## src/rtl/hrdr_pkg.sv

```systemverilog
// Shared types, constants and the arctangent table of the heading-rate dead reckoning block.
`timescale 1ns / 1ps
package hrdr_pkg;

  // Configuration register indexes.
  localparam logic [1:0] REG_GYRO_BIAS    = 2'd0;
  localparam logic [1:0] REG_START_X      = 2'd1;
  localparam logic [1:0] REG_START_Y      = 2'd2;
  localparam logic [1:0] REG_START_HEAD   = 2'd3;

  // Serial multiplier geometry.
  localparam int MUL_AW = 37;
  localparam int MUL_BW = 32;
  localparam int MUL_PW = MUL_AW + MUL_BW;
  localparam int MUL_CW = 6;

  // Rotator geometry: vector lanes, angle lane and rounded result.
  localparam int XY_W = 36;
  localparam int Z_W  = 34;
  localparam int VW_W = XY_W - 8;

  // 1/K in Q30 and the scaled position limits.
  localparam logic [MUL_BW-1:0] KINV_Q30 = 32'd652032874;
  localparam logic signed [49:0] POS_MAX = 50'sh0_7FFF_FFFF_FFFF;
  localparam logic signed [49:0] POS_MIN = -50'sh0_8000_0000_0000;

  typedef enum logic [2:0] {
    S_IDLE,
    S_SCALE,
    S_ROT,
    S_MOVE,
    S_DONE
  } state_e;

  // Rounded atan(2^-i) in binary-angle units, 2^32 per turn.
  function automatic logic [31:0] atan_lut(input logic [4:0] idx);
    logic [31:0] r;
    begin
      unique case (idx)
        5'd0:  r = 32'd536870912;
        5'd1:  r = 32'd316933406;
        5'd2:  r = 32'd167458907;
        5'd3:  r = 32'd85004756;
        5'd4:  r = 32'd42667331;
        5'd5:  r = 32'd21354465;
        5'd6:  r = 32'd10679838;
        5'd7:  r = 32'd5340245;
        5'd8:  r = 32'd2670163;
        5'd9:  r = 32'd1335087;
        5'd10: r = 32'd667544;
        5'd11: r = 32'd333772;
        5'd12: r = 32'd166886;
        5'd13: r = 32'd83443;
        5'd14: r = 32'd41722;
        5'd15: r = 32'd20861;
        5'd16: r = 32'd10430;
        5'd17: r = 32'd5215;
        5'd18: r = 32'd2608;
        5'd19: r = 32'd1304;
        5'd20: r = 32'd652;
        5'd21: r = 32'd326;
        5'd22: r = 32'd163;
        5'd23: r = 32'd81;
        5'd24: r = 32'd41;
        5'd25: r = 32'd20;
        5'd26: r = 32'd10;
        5'd27: r = 32'd5;
        5'd28: r = 32'd3;
        5'd29: r = 32'd1;
        5'd30: r = 32'd1;
        default: r = 32'd0;
      endcase
      return r;
    end
  endfunction

endpackage

```

## src/rtl/hrdr_mul_serial.sv

```systemverilog
// Bit-serial shift-and-add multiplier: signed multiplicand, unsigned multiplier, one bit a cycle.
`timescale 1ns / 1ps
module hrdr_mul_serial import hrdr_pkg::*; (
  input  logic                     clk_i,
  input  logic                     rst_ni,
  input  logic                     start_i,
  input  logic signed [MUL_AW-1:0] a_i,
  input  logic        [MUL_BW-1:0] b_i,
  input  logic        [MUL_CW-1:0] nbits_i,
  output logic signed [MUL_PW-1:0] prod_o,
  output logic                     done_o
);

  logic signed [MUL_PW-1:0] acc_q, acc_d, ash_q, ash_d;
  logic        [MUL_BW-1:0] bsh_q, bsh_d;
  logic        [MUL_CW-1:0] cnt_q, cnt_d;
  logic                     busy_q, busy_d, done_q, done_d;

  // One multiplier bit is consumed per cycle, least significant first.
  always_comb begin
    acc_d  = acc_q;
    ash_d  = ash_q;
    bsh_d  = bsh_q;
    cnt_d  = cnt_q;
    busy_d = busy_q;
    done_d = 1'b0;
    if (start_i) begin
      acc_d  = '0;
      ash_d  = MUL_PW'(a_i);
      bsh_d  = b_i;
      cnt_d  = nbits_i;
      busy_d = 1'b1;
    end else if (busy_q) begin
      if (bsh_q[0]) begin
        acc_d = acc_q + ash_q;
      end
      ash_d = ash_q <<< 1;
      bsh_d = bsh_q >> 1;
      cnt_d = cnt_q - 1'b1;
      if (cnt_q == MUL_CW'(1)) begin
        busy_d = 1'b0;
        done_d = 1'b1;
      end
    end
  end

  always_ff @(posedge clk_i or negedge rst_ni) begin
    if (!rst_ni) begin
      busy_q <= 1'b0;
      done_q <= 1'b0;
      cnt_q  <= '0;
    end else begin
      busy_q <= busy_d;
      done_q <= done_d;
      cnt_q  <= cnt_d;
    end
  end

  always_ff @(posedge clk_i) begin
    acc_q <= acc_d;
    ash_q <= ash_d;
    bsh_q <= bsh_d;
  end

  assign prod_o = acc_q;
  assign done_o = done_q;

endmodule

```

## src/rtl/hrdr_cordic.sv

```systemverilog
// Iterative rotation-mode CORDIC, one micro-rotation per cycle, with rounded outputs.
`timescale 1ns / 1ps
module hrdr_cordic import hrdr_pkg::*; #(
  parameter int STEPS = 24
) (
  input  logic                   clk_i,
  input  logic                   rst_ni,
  input  logic                   start_i,
  input  logic signed [XY_W-1:0] x_i,
  input  logic signed [XY_W-1:0] y_i,
  input  logic        [31:0]     h_i,
  output logic signed [VW_W-1:0] e_o,
  output logic signed [VW_W-1:0] n_o,
  output logic                   done_o
);

  logic signed [XY_W-1:0] x_q, x_d, y_q, y_d, dx, dy, xr, yr;
  logic signed [Z_W-1:0]  z_q, z_d, ang;
  logic        [4:0]      i_q, i_d;
  logic                   busy_q, busy_d, done_q, done_d, flip;
  logic        [31:0]     h_adj;

  // Quadrant fold so the residual angle starts within a quarter turn.
  assign flip  = (h_i[31:30] == 2'd1) || (h_i[31:30] == 2'd2);
  assign h_adj = flip ? (h_i + 32'h8000_0000) : h_i;

  assign dx  = y_q >>> i_q;
  assign dy  = x_q >>> i_q;
  assign ang = Z_W'($signed({1'b0, atan_lut(i_q)}));

  always_comb begin
    x_d    = x_q;
    y_d    = y_q;
    z_d    = z_q;
    i_d    = i_q;
    busy_d = busy_q;
    done_d = 1'b0;
    if (start_i) begin
      x_d    = flip ? -x_i : x_i;
      y_d    = flip ? -y_i : y_i;
      z_d    = Z_W'($signed(h_adj));
      i_d    = '0;
      busy_d = 1'b1;
    end else if (busy_q) begin
      if (!z_q[Z_W-1]) begin
        x_d = x_q - dx;
        y_d = y_q + dy;
        z_d = z_q - ang;
      end else begin
        x_d = x_q + dx;
        y_d = y_q - dy;
        z_d = z_q + ang;
      end
      i_d = i_q + 1'b1;
      if (i_q == 5'(STEPS - 1)) begin
        busy_d = 1'b0;
        done_d = 1'b1;
      end
    end
  end

  always_ff @(posedge clk_i or negedge rst_ni) begin
    if (!rst_ni) begin
      busy_q <= 1'b0;
      done_q <= 1'b0;
      i_q    <= '0;
    end else begin
      busy_q <= busy_d;
      done_q <= done_d;
      i_q    <= i_d;
    end
  end

  always_ff @(posedge clk_i) begin
    x_q <= x_d;
    y_q <= y_d;
    z_q <= z_d;
  end

  // Round to nearest by adding half an LSB before dropping the guard bits.
  assign xr     = x_q + XY_W'(128);
  assign yr     = y_q + XY_W'(128);
  assign e_o    = xr[XY_W-1:8];
  assign n_o    = yr[XY_W-1:8];
  assign done_o = done_q;

endmodule

```

## src/rtl/heading_rate_dead_reckoning.sv

```systemverilog
// Top level of the heading-rate dead reckoning block: control, pose state and stream ports.
//
// Usage: each request on the s_axis channel is one navigation sample (timestamp, yaw
// rate, forward and starboard body velocity). Each sample yields exactly one pose
// request on m_axis (east, north, heading). Registers are written on cfg_we_i with
// cfg_idx_i selecting gyro bias, start x, start y or start heading; write them only
// while the block is idle.
// The first sample after reset skips the computation and gives the start pose through
// the done state and the output register. Every later sample goes through serial
// scaling by 1/K, the rotator, serial dt multiplication and the handoff to the output
// register. The work is done by the bit-serial multipliers and the one-step-per-cycle
// rotator; one sample is in work at a time.
// s_axis_tready is high only while no sample is in work, so the block takes no new
// sample before it is through with the last one.
// Reset clears the registers, the pose and the first-sample flag.
// When the receiver stalls, the finished pose waits in the output register and
// the block still takes and works on the next sample; it then holds that result
// until the output register frees.
`timescale 1ns / 1ps
module heading_rate_dead_reckoning import hrdr_pkg::*; #(
  parameter int CORDIC_STEPS = 24
) (
  input  logic         clk_i,
  input  logic         rst_ni,
  input  logic         s_axis_tvalid,
  output logic         s_axis_tready,
  // sample_time[31:0], yaw_rate[63:32], vel_forward[87:64], vel_starboard[111:88]
  input  logic [111:0] s_axis_tdata,
  output logic         m_axis_tvalid,
  input  logic         m_axis_tready,
  // pos_east[47:0], pos_north[95:48], heading_out[127:96]
  output logic [127:0] m_axis_tdata,
  input  logic         cfg_we_i,
  input  logic [1:0]   cfg_idx_i,
  input  logic [47:0]  cfg_data_i
);

  state_e state_q, state_d;

  logic [31:0] gyro_bias_q, start_head_q;
  logic [47:0] start_x_q, start_y_q;

  logic        seen_first_q;
  logic [31:0] last_time_q, last_rate_q, heading_q;
  logic [23:0] last_fwd_q, last_stbd_q;
  logic [47:0] east_q, north_q;
  logic [15:0] dt_q, dt_in;
  logic [31:0] gap, dr;

  logic         out_valid_q;
  logic [127:0] out_data_q;

  logic accept, out_load, mul_ab_start, mul_c_start, cor_start;
  logic mul_a_done, mul_b_done, mul_c_done, cor_done;

  logic signed [MUL_AW-1:0] mul_a_op, mul_b_op, mul_c_op;
  logic        [MUL_BW-1:0] mul_ab_mult;
  logic        [MUL_CW-1:0] mul_ab_nbits;
  logic signed [MUL_PW-1:0] prod_a, prod_b, prod_c;
  logic signed [VW_W-1:0]   vel_e, vel_n;
  logic signed [49:0]       sum_e, sum_n;
  logic        [47:0]       new_e, new_n;

  assign accept = s_axis_tvalid && s_axis_tready;

  // Sample gap, clamped to sixteen bits, and the bias-corrected rate.
  assign gap   = s_axis_tdata[31:0] - last_time_q;
  assign dt_in = (|gap[31:16]) ? 16'hFFFF : gap[15:0];
  assign dr    = last_rate_q - gyro_bias_q;

  // Next state.
  always_comb begin
    state_d = state_q;
    unique case (state_q)
      S_IDLE:  if (accept) state_d = seen_first_q ? S_SCALE : S_DONE;
      S_SCALE: if (mul_a_done) state_d = S_ROT;
      S_ROT:   if (cor_done) state_d = S_MOVE;
      S_MOVE:  if (mul_a_done) state_d = S_DONE;
      S_DONE:  if (!out_valid_q || m_axis_tready) state_d = S_IDLE;
      default: state_d = S_IDLE;
    endcase
  end

  // Control outputs of the sequencer.
  always_comb begin
    s_axis_tready = 1'b0;
    mul_ab_start  = 1'b0;
    mul_c_start   = 1'b0;
    cor_start     = 1'b0;
    out_load      = 1'b0;
    mul_a_op      = MUL_AW'($signed(vel_e));
    mul_b_op      = MUL_AW'($signed(vel_n));
    mul_ab_mult   = MUL_BW'(dt_q);
    mul_ab_nbits  = MUL_CW'(16);
    unique case (state_q)
      S_IDLE: begin
        s_axis_tready = 1'b1;
        mul_ab_start  = accept && seen_first_q;
        mul_c_start   = accept && seen_first_q;
        mul_a_op      = MUL_AW'($signed(last_fwd_q));
        mul_b_op      = MUL_AW'($signed(last_stbd_q));
        mul_ab_mult   = KINV_Q30;
        mul_ab_nbits  = MUL_CW'(30);
      end
      S_SCALE: cor_start = mul_a_done;
      S_ROT:   mul_ab_start = cor_done;
      S_MOVE:  ;
      S_DONE:  out_load = !out_valid_q || m_axis_tready;
      default: ;
    endcase
  end

  assign mul_c_op = MUL_AW'($signed({1'b0, dr}));

  hrdr_mul_serial u_mul_a (
    .clk_i, .rst_ni, .start_i(mul_ab_start), .a_i(mul_a_op), .b_i(mul_ab_mult),
    .nbits_i(mul_ab_nbits), .prod_o(prod_a), .done_o(mul_a_done)
  );

  hrdr_mul_serial u_mul_b (
    .clk_i, .rst_ni, .start_i(mul_ab_start), .a_i(mul_b_op), .b_i(mul_ab_mult),
    .nbits_i(mul_ab_nbits), .prod_o(prod_b), .done_o(mul_b_done)
  );

  hrdr_mul_serial u_mul_c (
    .clk_i, .rst_ni, .start_i(mul_c_start), .a_i(mul_c_op), .b_i(MUL_BW'(dt_in)),
    .nbits_i(MUL_CW'(16)), .prod_o(prod_c), .done_o(mul_c_done)
  );

  hrdr_cordic #(.STEPS(CORDIC_STEPS)) u_cordic (
    .clk_i, .rst_ni, .start_i(cor_start),
    .x_i(prod_a[XY_W+21:22]), .y_i(prod_b[XY_W+21:22]), .h_i(heading_q),
    .e_o(vel_e), .n_o(vel_n), .done_o(cor_done)
  );

  // Displacement is the world velocity times dt, floor-shifted by 16; the new position is saturated.
  assign sum_e = $signed(50'($signed(east_q))) + $signed(prod_a[65:16]);
  assign sum_n = $signed(50'($signed(north_q))) + $signed(prod_b[65:16]);
  assign new_e = (sum_e > POS_MAX) ? POS_MAX[47:0] :
                 (sum_e < POS_MIN) ? POS_MIN[47:0] : sum_e[47:0];
  assign new_n = (sum_n > POS_MAX) ? POS_MAX[47:0] :
                 (sum_n < POS_MIN) ? POS_MIN[47:0] : sum_n[47:0];

  // Configuration registers.
  always_ff @(posedge clk_i or negedge rst_ni) begin
    if (!rst_ni) begin
      gyro_bias_q  <= '0;
      start_x_q    <= '0;
      start_y_q    <= '0;
      start_head_q <= '0;
    end else if (cfg_we_i) begin
      unique case (cfg_idx_i)
        REG_GYRO_BIAS:  gyro_bias_q  <= cfg_data_i[31:0];
        REG_START_X:    start_x_q    <= cfg_data_i;
        REG_START_Y:    start_y_q    <= cfg_data_i;
        REG_START_HEAD: start_head_q <= cfg_data_i[31:0];
        default: ;
      endcase
    end
  end

  // Previous sample and pose.
  always_ff @(posedge clk_i or negedge rst_ni) begin
    if (!rst_ni) begin
      state_q      <= S_IDLE;
      seen_first_q <= 1'b0;
      last_time_q  <= '0;
      last_rate_q  <= '0;
      last_fwd_q   <= '0;
      last_stbd_q  <= '0;
      heading_q    <= '0;
      east_q       <= '0;
      north_q      <= '0;
      dt_q         <= '0;
    end else begin
      state_q <= state_d;
      if (accept) begin
        last_time_q <= s_axis_tdata[31:0];
        last_rate_q <= s_axis_tdata[63:32];
        last_fwd_q  <= s_axis_tdata[87:64];
        last_stbd_q <= s_axis_tdata[111:88];
        dt_q        <= dt_in;
        if (!seen_first_q) begin
          seen_first_q <= 1'b1;
          heading_q    <= start_head_q;
          east_q       <= start_x_q;
          north_q      <= start_y_q;
        end
      end
      if (state_q == S_MOVE && mul_a_done) begin
        east_q    <= new_e;
        north_q   <= new_n;
        heading_q <= heading_q + prod_c[31:0];
      end
    end
  end

  // Output register parts the result from the sequencer.
  always_ff @(posedge clk_i or negedge rst_ni) begin
    if (!rst_ni) begin
      out_valid_q <= 1'b0;
    end else if (out_load) begin
      out_valid_q <= 1'b1;
    end else if (m_axis_tready) begin
      out_valid_q <= 1'b0;
    end
  end

  always_ff @(posedge clk_i) begin
    if (out_load) begin
      out_data_q <= {heading_q, north_q, east_q};
    end
  end

  assign m_axis_tvalid = out_valid_q;
  assign m_axis_tdata  = out_data_q;

  // The two vector lanes run in lockstep.
  assert property (@(posedge clk_i) disable iff (!rst_ni) mul_a_done == mul_b_done)
    else $error("vector multipliers out of step");

  // The heading product is ready before the rotation ends.
  assert property (@(posedge clk_i) disable iff (!rst_ni) cor_done |-> !mul_c_done)
    else $error("heading product finished late");

  // The rotator is only started from the scaling phase.
  assert property (@(posedge clk_i) disable iff (!rst_ni) cor_start |-> state_q == S_SCALE)
    else $error("rotator started out of sequence");

  // Once a sample was seen, the flag stays set.
  assert property (@(posedge clk_i) disable iff (!rst_ni) !$fell(seen_first_q))
    else $error("first-sample flag cleared");

  // A new sample is not taken in the cycle after one was accepted.
  assert property (@(posedge clk_i) disable iff (!rst_ni) accept |=> !s_axis_tready)
    else $error("back-to-back accept");

endmodule

```

## config.mk

```make
export PLATFORM = sky130hd
export DESIGN_NAME = heading_rate_dead_reckoning
export DESIGN_NICKNAME = d
export VERILOG_FILES = /design/src/rtl/hrdr_pkg.sv /design/src/rtl/hrdr_mul_serial.sv /design/src/rtl/hrdr_cordic.sv /design/src/rtl/heading_rate_dead_reckoning.sv
export SDC_FILE = /design/constraint.sdc
export NUM_CORES = 2
export LEC_CHECK = 0
export ABC_CLOCK_PERIOD_IN_PS = 9200
export BUFFER_PORTS_ARGS = -buffer_cell sky130_fd_sc_hd__buf_2
export CAP_MARGIN = 25
export CORE_MARGIN = 10
export CORE_UTILIZATION = 30
export DETAILED_ROUTE_END_ITERATION = 12
export GPL_TIMING_DRIVEN = 0
export SYNTH_ARGS = -nofsm -noshare
export SYNTH_HDL_FRONTEND = slang
export SYNTH_SLANG_ARGS = --single-unit
```

## constraint.sdc

```tcl
create_clock -name clk_i -period 9.2 [get_ports clk_i]
set_input_delay 1.84 -clock clk_i [delete_from_list [all_inputs] [get_ports clk_i]]
set_output_delay 1.84 -clock clk_i [all_outputs]
set_load 0.03 [all_outputs]
```

; Word level (Yosys, flattened, before mapping)
; Memory sizes are Yosys's and may differ from the RTL's.
; Index checks and enable logic that the tools add are counted.
[word_totals]
ff_bits = 1178
mem_bits_ro = 960
out_inout_bits = 130
elab_cells = 194
memories = 1
[mem_list]
columns = name, words, word_bits, read_ports, rd_ports_with_merged_regs, wr, line
row1 = (no name shown), 32, 30, 1, 0, 0, hrdr_pkg.sv:39  ; unique case (idx)
[op_classes]
addsub = 23
n_lt_le_gt_ge = 4
n_eq_ne = 19
shifts = 2
n_mux = 82
reduce_logical = 24
[ops]
columns = op, count
row1 = $mux 48, 10
row2 = $mux 32, 10
row3 = $mux 36, 8
row4 = $mux 69, 4
row5 = $add 69x69->69, 3
row6 = $mux 34, 3
row7 = $add 48x50->50, 2
row8 = $gt 50x48->1 const B, 2
row9 = $lt 50x48->1 const B, 2
row10 = $mux 37, 2
row11 = $add 36x36->36, 2
row12 = $add 36x9->36 const B, 2
row13 = $neg 36->36, 2
row14 = $sshr 36x5->36, 2
row15 = $sub 36x36->36, 2
row16 = $sub 32x32->32, 2
row17 = $mux 16, 3
row18 = $mux 6, 6
row19 = $add 34x33->34, 1
row20 = $sub 34x33->34, 1
row21 = $add 32x32->32, 1
row22 = $add 32x32->32 const B, 1
row23 = $mux 30, 1
row24 = $mux 1, 24
row25 = other kinds (25), 58

; Logic depth before layout (Yosys ltp)
[depth]
word_depth = 6
depth_mapped = 33

; By module
; From an unflattened synthesis, not the netlist that was laid out.
[hier_totals]
hier_cells = 9419
hier_area_um2 = 84873.9
[modules_own_cells]
columns = module, n_inst, cells_each, area_per_inst_um2, seq_area_each_um2
row1 = heading_rate_dead_reckoning, 1, 3446, 32030.7, 14378.8
row2 = hrdr_mul_serial (u_mul_a ...), 2, 1194, 11028.1, 4614.4
row3 = hrdr_cordic, 1, 2404, 19801.5, 3358.2
row4 = hrdr_mul_serial (u_mul_c), 1, 1181, 10985.5, 4614.4

; Least setup slack after synthesis
; Ideal clock, no wire load.
[synth_timing]
kind = input-to-reg
startpoint = input m_axis_tready
endpoint = register out_data_q[0] (netlist: m_axis_tdata[0]) (enable)
setup_time_ns = 0.658
arrival_time_ns = 8.081
required_time_ns = 8.542
slack_ns = 0.462
path_stages = 2
path_cell_list = inv_1 -> a21oi_1
[synth_between]
elab_chain_cells = 2
[synth_lines]
columns = item, line
row1 = from (decl), heading_rate_dead_reckoning.sv:30  ; input logic m_axis_tready,
row2 = $logic_or 1x1->1, heading_rate_dead_reckoning.sv:108  ; S_DONE: out_load = !out_valid_q || m_axis_tready;
row3 = $mux 1, heading_rate_dead_reckoning.sv:95  ; unique case (state_q)
row4 = named net out_load, heading_rate_dead_reckoning.sv:53  ; logic accept, out_load, mul_ab_start, mul_c_start, cor_start;
row5 = to (signal assigned), heading_rate_dead_reckoning.sv:211  ; out_data_q <= {heading_q, north_q, east_q};
row6 = to (decl), heading_rate_dead_reckoning.sv:51  ; logic [127:0] out_data_q;
; The timed path passes the listed nets, and every way through them passes these cells.
; A chain may end at the register's enable or synchronous reset.

; Worst setup path after layout
[layout_timing]
startpoint = register u_cordic.i_q[1]
endpoint = register u_cordic.x_q[34], data pin
[layout_between]
elab_chain_cells = 5
[layout_lines]
columns = item, line
row1 = from (decl), hrdr_cordic.sv:19  ; logic [4:0] i_q, i_d;
row2 = from (signal assigned), hrdr_cordic.sv:70  ; i_q <= i_d;
row3 = $sshr 36x5->36 (*), hrdr_cordic.sv:27  ; assign dx = y_q >>> i_q;
row4 = $sub 36x36->36 or $add 36x36->36 (tied branches), "hrdr_cordic.sv:46, hrdr_cordic.sv:50"
row5 = $mux 36 (*), hrdr_cordic.sv:45  ; if (!z_q[Z_W-1]) begin
row6 = $mux 36 (*), hrdr_cordic.sv:44  ; end else if (busy_q) begin
row7 = $mux 36 (*), hrdr_cordic.sv:38  ; if (start_i) begin
row8 = named net u_cordic.x_d[34], hrdr_cordic.sv:17  ; logic signed [XY_W-1:0] x_q, x_d, y_q, y_d, dx, dy, xr, yr;
row9 = to (signal assigned), hrdr_cordic.sv:75  ; x_q <= x_d;
row10 = to (decl), hrdr_cordic.sv:17
; Mark *: on every way through the listed nets, which the timed path passes. The rest lies on a longest branch. The select of a mux whose other input is x is not followed.

==> impl_metrics.tcl <==
set metrics [dict create \
    status "complete, no violations" \
    finalWirelength_um 327400 \
    reg2reg_to "u_cordic.x_q[34]" \
    postCtsHoldBufs 0 \
    cpLargestDelayFamily "compound AO/OA/AOI/OAI gates" \
    crit_start "u_cordic.i_q[1]" \
    setup.worst_path.class "flop to flop" \
    critPathMaxStageDelay_ps 760 \
    start_util 0.3010 \
    grt_pass1_vias 65424 \
    crit_path_top_delay_cell "dfrtp_1" \
    synth_edf_count 474 \
    firstDrtPassIters 6 \
    die_w_um 519.0 \
    cts_buffers 133 \
    pin_count 297 \
    rows 183 \
    worst_slew_pin_slew_ps 1212 \
    fillCellCount 25608 \
    worst_setup_path_start_kind "flop" \
    final_antenna_net_count 0 \
    cts.repair.resized 0 \
    clock_skew_ps 40.26 \
    synthTopCellsByArea "edfxtp_1 (19%), dfrtp_1 (15%), ha_1 (8.0%)" \
    period_minus_slack_ps 8996 \
    clkSinkCount 1088 \
    postCtsSetupRepairBufs 0 \
    portBuffers 296 \
    place_congestion 0.9807 \
    hold_violations 0 \
    worstSkewPairLatency_ps 820 \
    grt-ovfl-total 0 \
    period_share 0.9779 \
    fmax_mhz 111.2 \
    rsz0062_at_grt "no" \
    worst-r2r-setup-slack_ps 200 \
    syn_area_per_cell_um2 8.942 \
    wl_per_cell_um 26.66 \
    drv_slew 0 \
    die_h_um 519.0 \
    netlist_instances 8354 \
    rr_worst_depth 26 \
    async_reset_ff_frac 0.4136 \
    drt_iter0_drc 7379 \
    final_common_cell "nand2_1" \
    grt_pass1_wl_um 466200 \
    final_cell_mix "nand2_1 (1,332), a21oi_1 (943), o21ai_0 (577)" \
    seq_area_frac_synth 0.3852 \
    area_growth_pct 14.84 \
    cp_data_required_time_ps 9700 \
    end_kind "flop" \
    hpwlAfterDp_um 263500 \
    crit_buf_inv 2 \
    htreeDepth 4 \
    synth_area_mm2 0.07470 \
    worstPathArrival_ps 9500 \
    r2r_start "u_cordic.i_q[1]" \
    synth_top_area_frac 0.1905 \
    drive_gt1_frac 0.1035 \
    cts_tree "built" \
    floorplan.die_area_mm2 0.2694 \
    holdCritPathClass "flop to flop" \
    num-nets-final 9482 \
    clockBufferDepth 3 \
    setup.worst_path.end "u_cordic.x_q[34]" \
    maxCapViolations 0 \
    core_area_mm2 0.2482 \
    clk_pin_slew_ps 60 \
    ys.flop_type "edfxtp_1" \
    synth_top_area_cell "edfxtp_1" \
    yosysWarnings 0 \
    crit_fanout 10 \
    grt_util_all_layers 0.2314 \
    drc 0 \
    setup_viol 0 \
    synth_seq_cells 1088 \
    max-slew-margin-rel 0.1919 \
    drt-vias-per-instance 5.551 \
    holdWs_ps 458.4 \
    via_count 68156 \
    synthesis.nets 9010 \
    cp.depth 26 \
    ys_types 95 \
    cts_root_buf "clkbuf_16" \
    grt_max_degree 119 \
    antenna_found_initial 30 \
]
==> cell families after synthesis <==
| group | after synthesis | synth area share |
|---|---|---|
| AOI/OAI and AO/OA | 2506 | 0.2020 |
| DFF | 1088 | 0.3852 |
| xor gates and xnor gates | 604 | 0.07081 |
| muxes | 331 | 0.06517 |
| buffers and inverters | 710 | 0.03871 |
| adders and majority gates | 489 | 0.08301 |
| and+or+nand+nor | 2626 | 0.1551 |
==> cell usage after synthesis, types with 85 or more instances <==
cell / number
dfrtp_1: 450
clkbuf_1: 370
nor3_1: 97
xor2_1: 234
xnor2_1: 370
a21oi_1: 944
o21ai_0: 577
nand2_1: 1332
nand3_1: 145
nor2_1: 565
nand2b_1: 85
mux4_2: 92
inv_1: 237
dfxtp_1: 164
a31oi_1: 100
mux2_2: 157
ha_1: 478
edfxtp_1: 474
a21o_1: 315
==> stage by stage <==
step	setup TNS [ps]	setup slack (ps)	cells	utilization	area (um^2)
4_1_cts	0	87.55	12263	0.3452	85680
2_1_floorplan	0	461.8	8354	-	74700
5_1_grt	0	4.242	12267	0.3455	85760
3_3_place_gp	-2063840	-4266	11980	0.3237	80350
6_report	0	203.7	12278	0.3456	85790
3_5_place_dp	0	127.3	12017	0.3265	81030
==> worst register-to-register path: stages (launching register included) <==
cell,delay [ps]
dfrtp_1,760
buf_2,540
buf_2,490
mux4_2,580
mux2i_1,540
o22ai_1,230
a311oi_2,570
and2_0,350
nand3_1,160
nor2_2,200
nand2_1,90
or3_1,480
mux2i_1,160
o22ai_1,280
ha_1,350
a21o_1,170
a21o_1,200
a221oi_1,330
o21ai_0,210
or3_1,380
o21ai_0,120
a211oi_1,100
a2111oi_0,690
o21ai_0,230
a21oi_1,250
and3_1,190
o22ai_1,60
==> worst min path at each step <==
| stage | start | depth (start not counted) | slack, ps | end |
|---|---|---|---|---|
| floorplan | u_mul_a.prod_o[10] | 2 | 440 | u_mul_a.prod_o[10] |
| global route | u_mul_b.prod_o[10] | 2 | 470 | u_mul_b.prod_o[10] |
| global placement | u_mul_a.prod_o[9] | 2 | 440 | u_mul_a.prod_o[9] |
| CTS | u_mul_b.prod_o[11] | 2 | 460 | u_mul_b.prod_o[11] |
| detailed placement | u_mul_b.prod_o[11] | 2 | 450 | u_mul_b.prod_o[11] |
| finish | u_mul_b.prod_o[11] | 2 | 460 | u_mul_b.prod_o[11] |
==> layer usage <==
layer  share of wire  up-vias  GRT usage
met3           0.079      657    0.04619
li1                -    31079          -
met5         0.00052        -          0
met4           0.052       26     0.1035
met1            0.43    33494     0.3092
met2            0.44     2900     0.3610
==> sequential cells by signal, indices dropped and copies added (netlist names), 48 cells and up <==
signal	count
u_mul_b.prod_o	66
start_y_q	48
u_mul_b.ash_q	66
east_q	48
u_mul_a.prod_o	66
north_q	48
u_mul_a.ash_q	66
start_x_q	48
m_axis_tdata	128
==> layout make-up <==
| class | instances | area, um^2 | share of cell area |
|---|---|---|---|
| Timing Repair Buffer | 337 | 2167 | 0.02526 |
| Multi-Input combinational cell | 6556 | 43100 | 0.5024 |
| Antenna cell | 11 | 27.53 | 0.0003209 |
| Clock inverter | 73 | 937.1 | 0.01092 |
| Clock buffer | 173 | 3706 | 0.04320 |
| Inverter | 241 | 904.6 | 0.01054 |
| Tap cell | 3330 | 4167 | 0.04857 |
| Buffer | 469 | 2001 | 0.02332 |
| Sequential cell | 1088 | 28780 | 0.3354 |
Power is left out: the tool's default activity adds up to more than one toggle a clock period on the data nets, which glitch-free logic cannot reach.
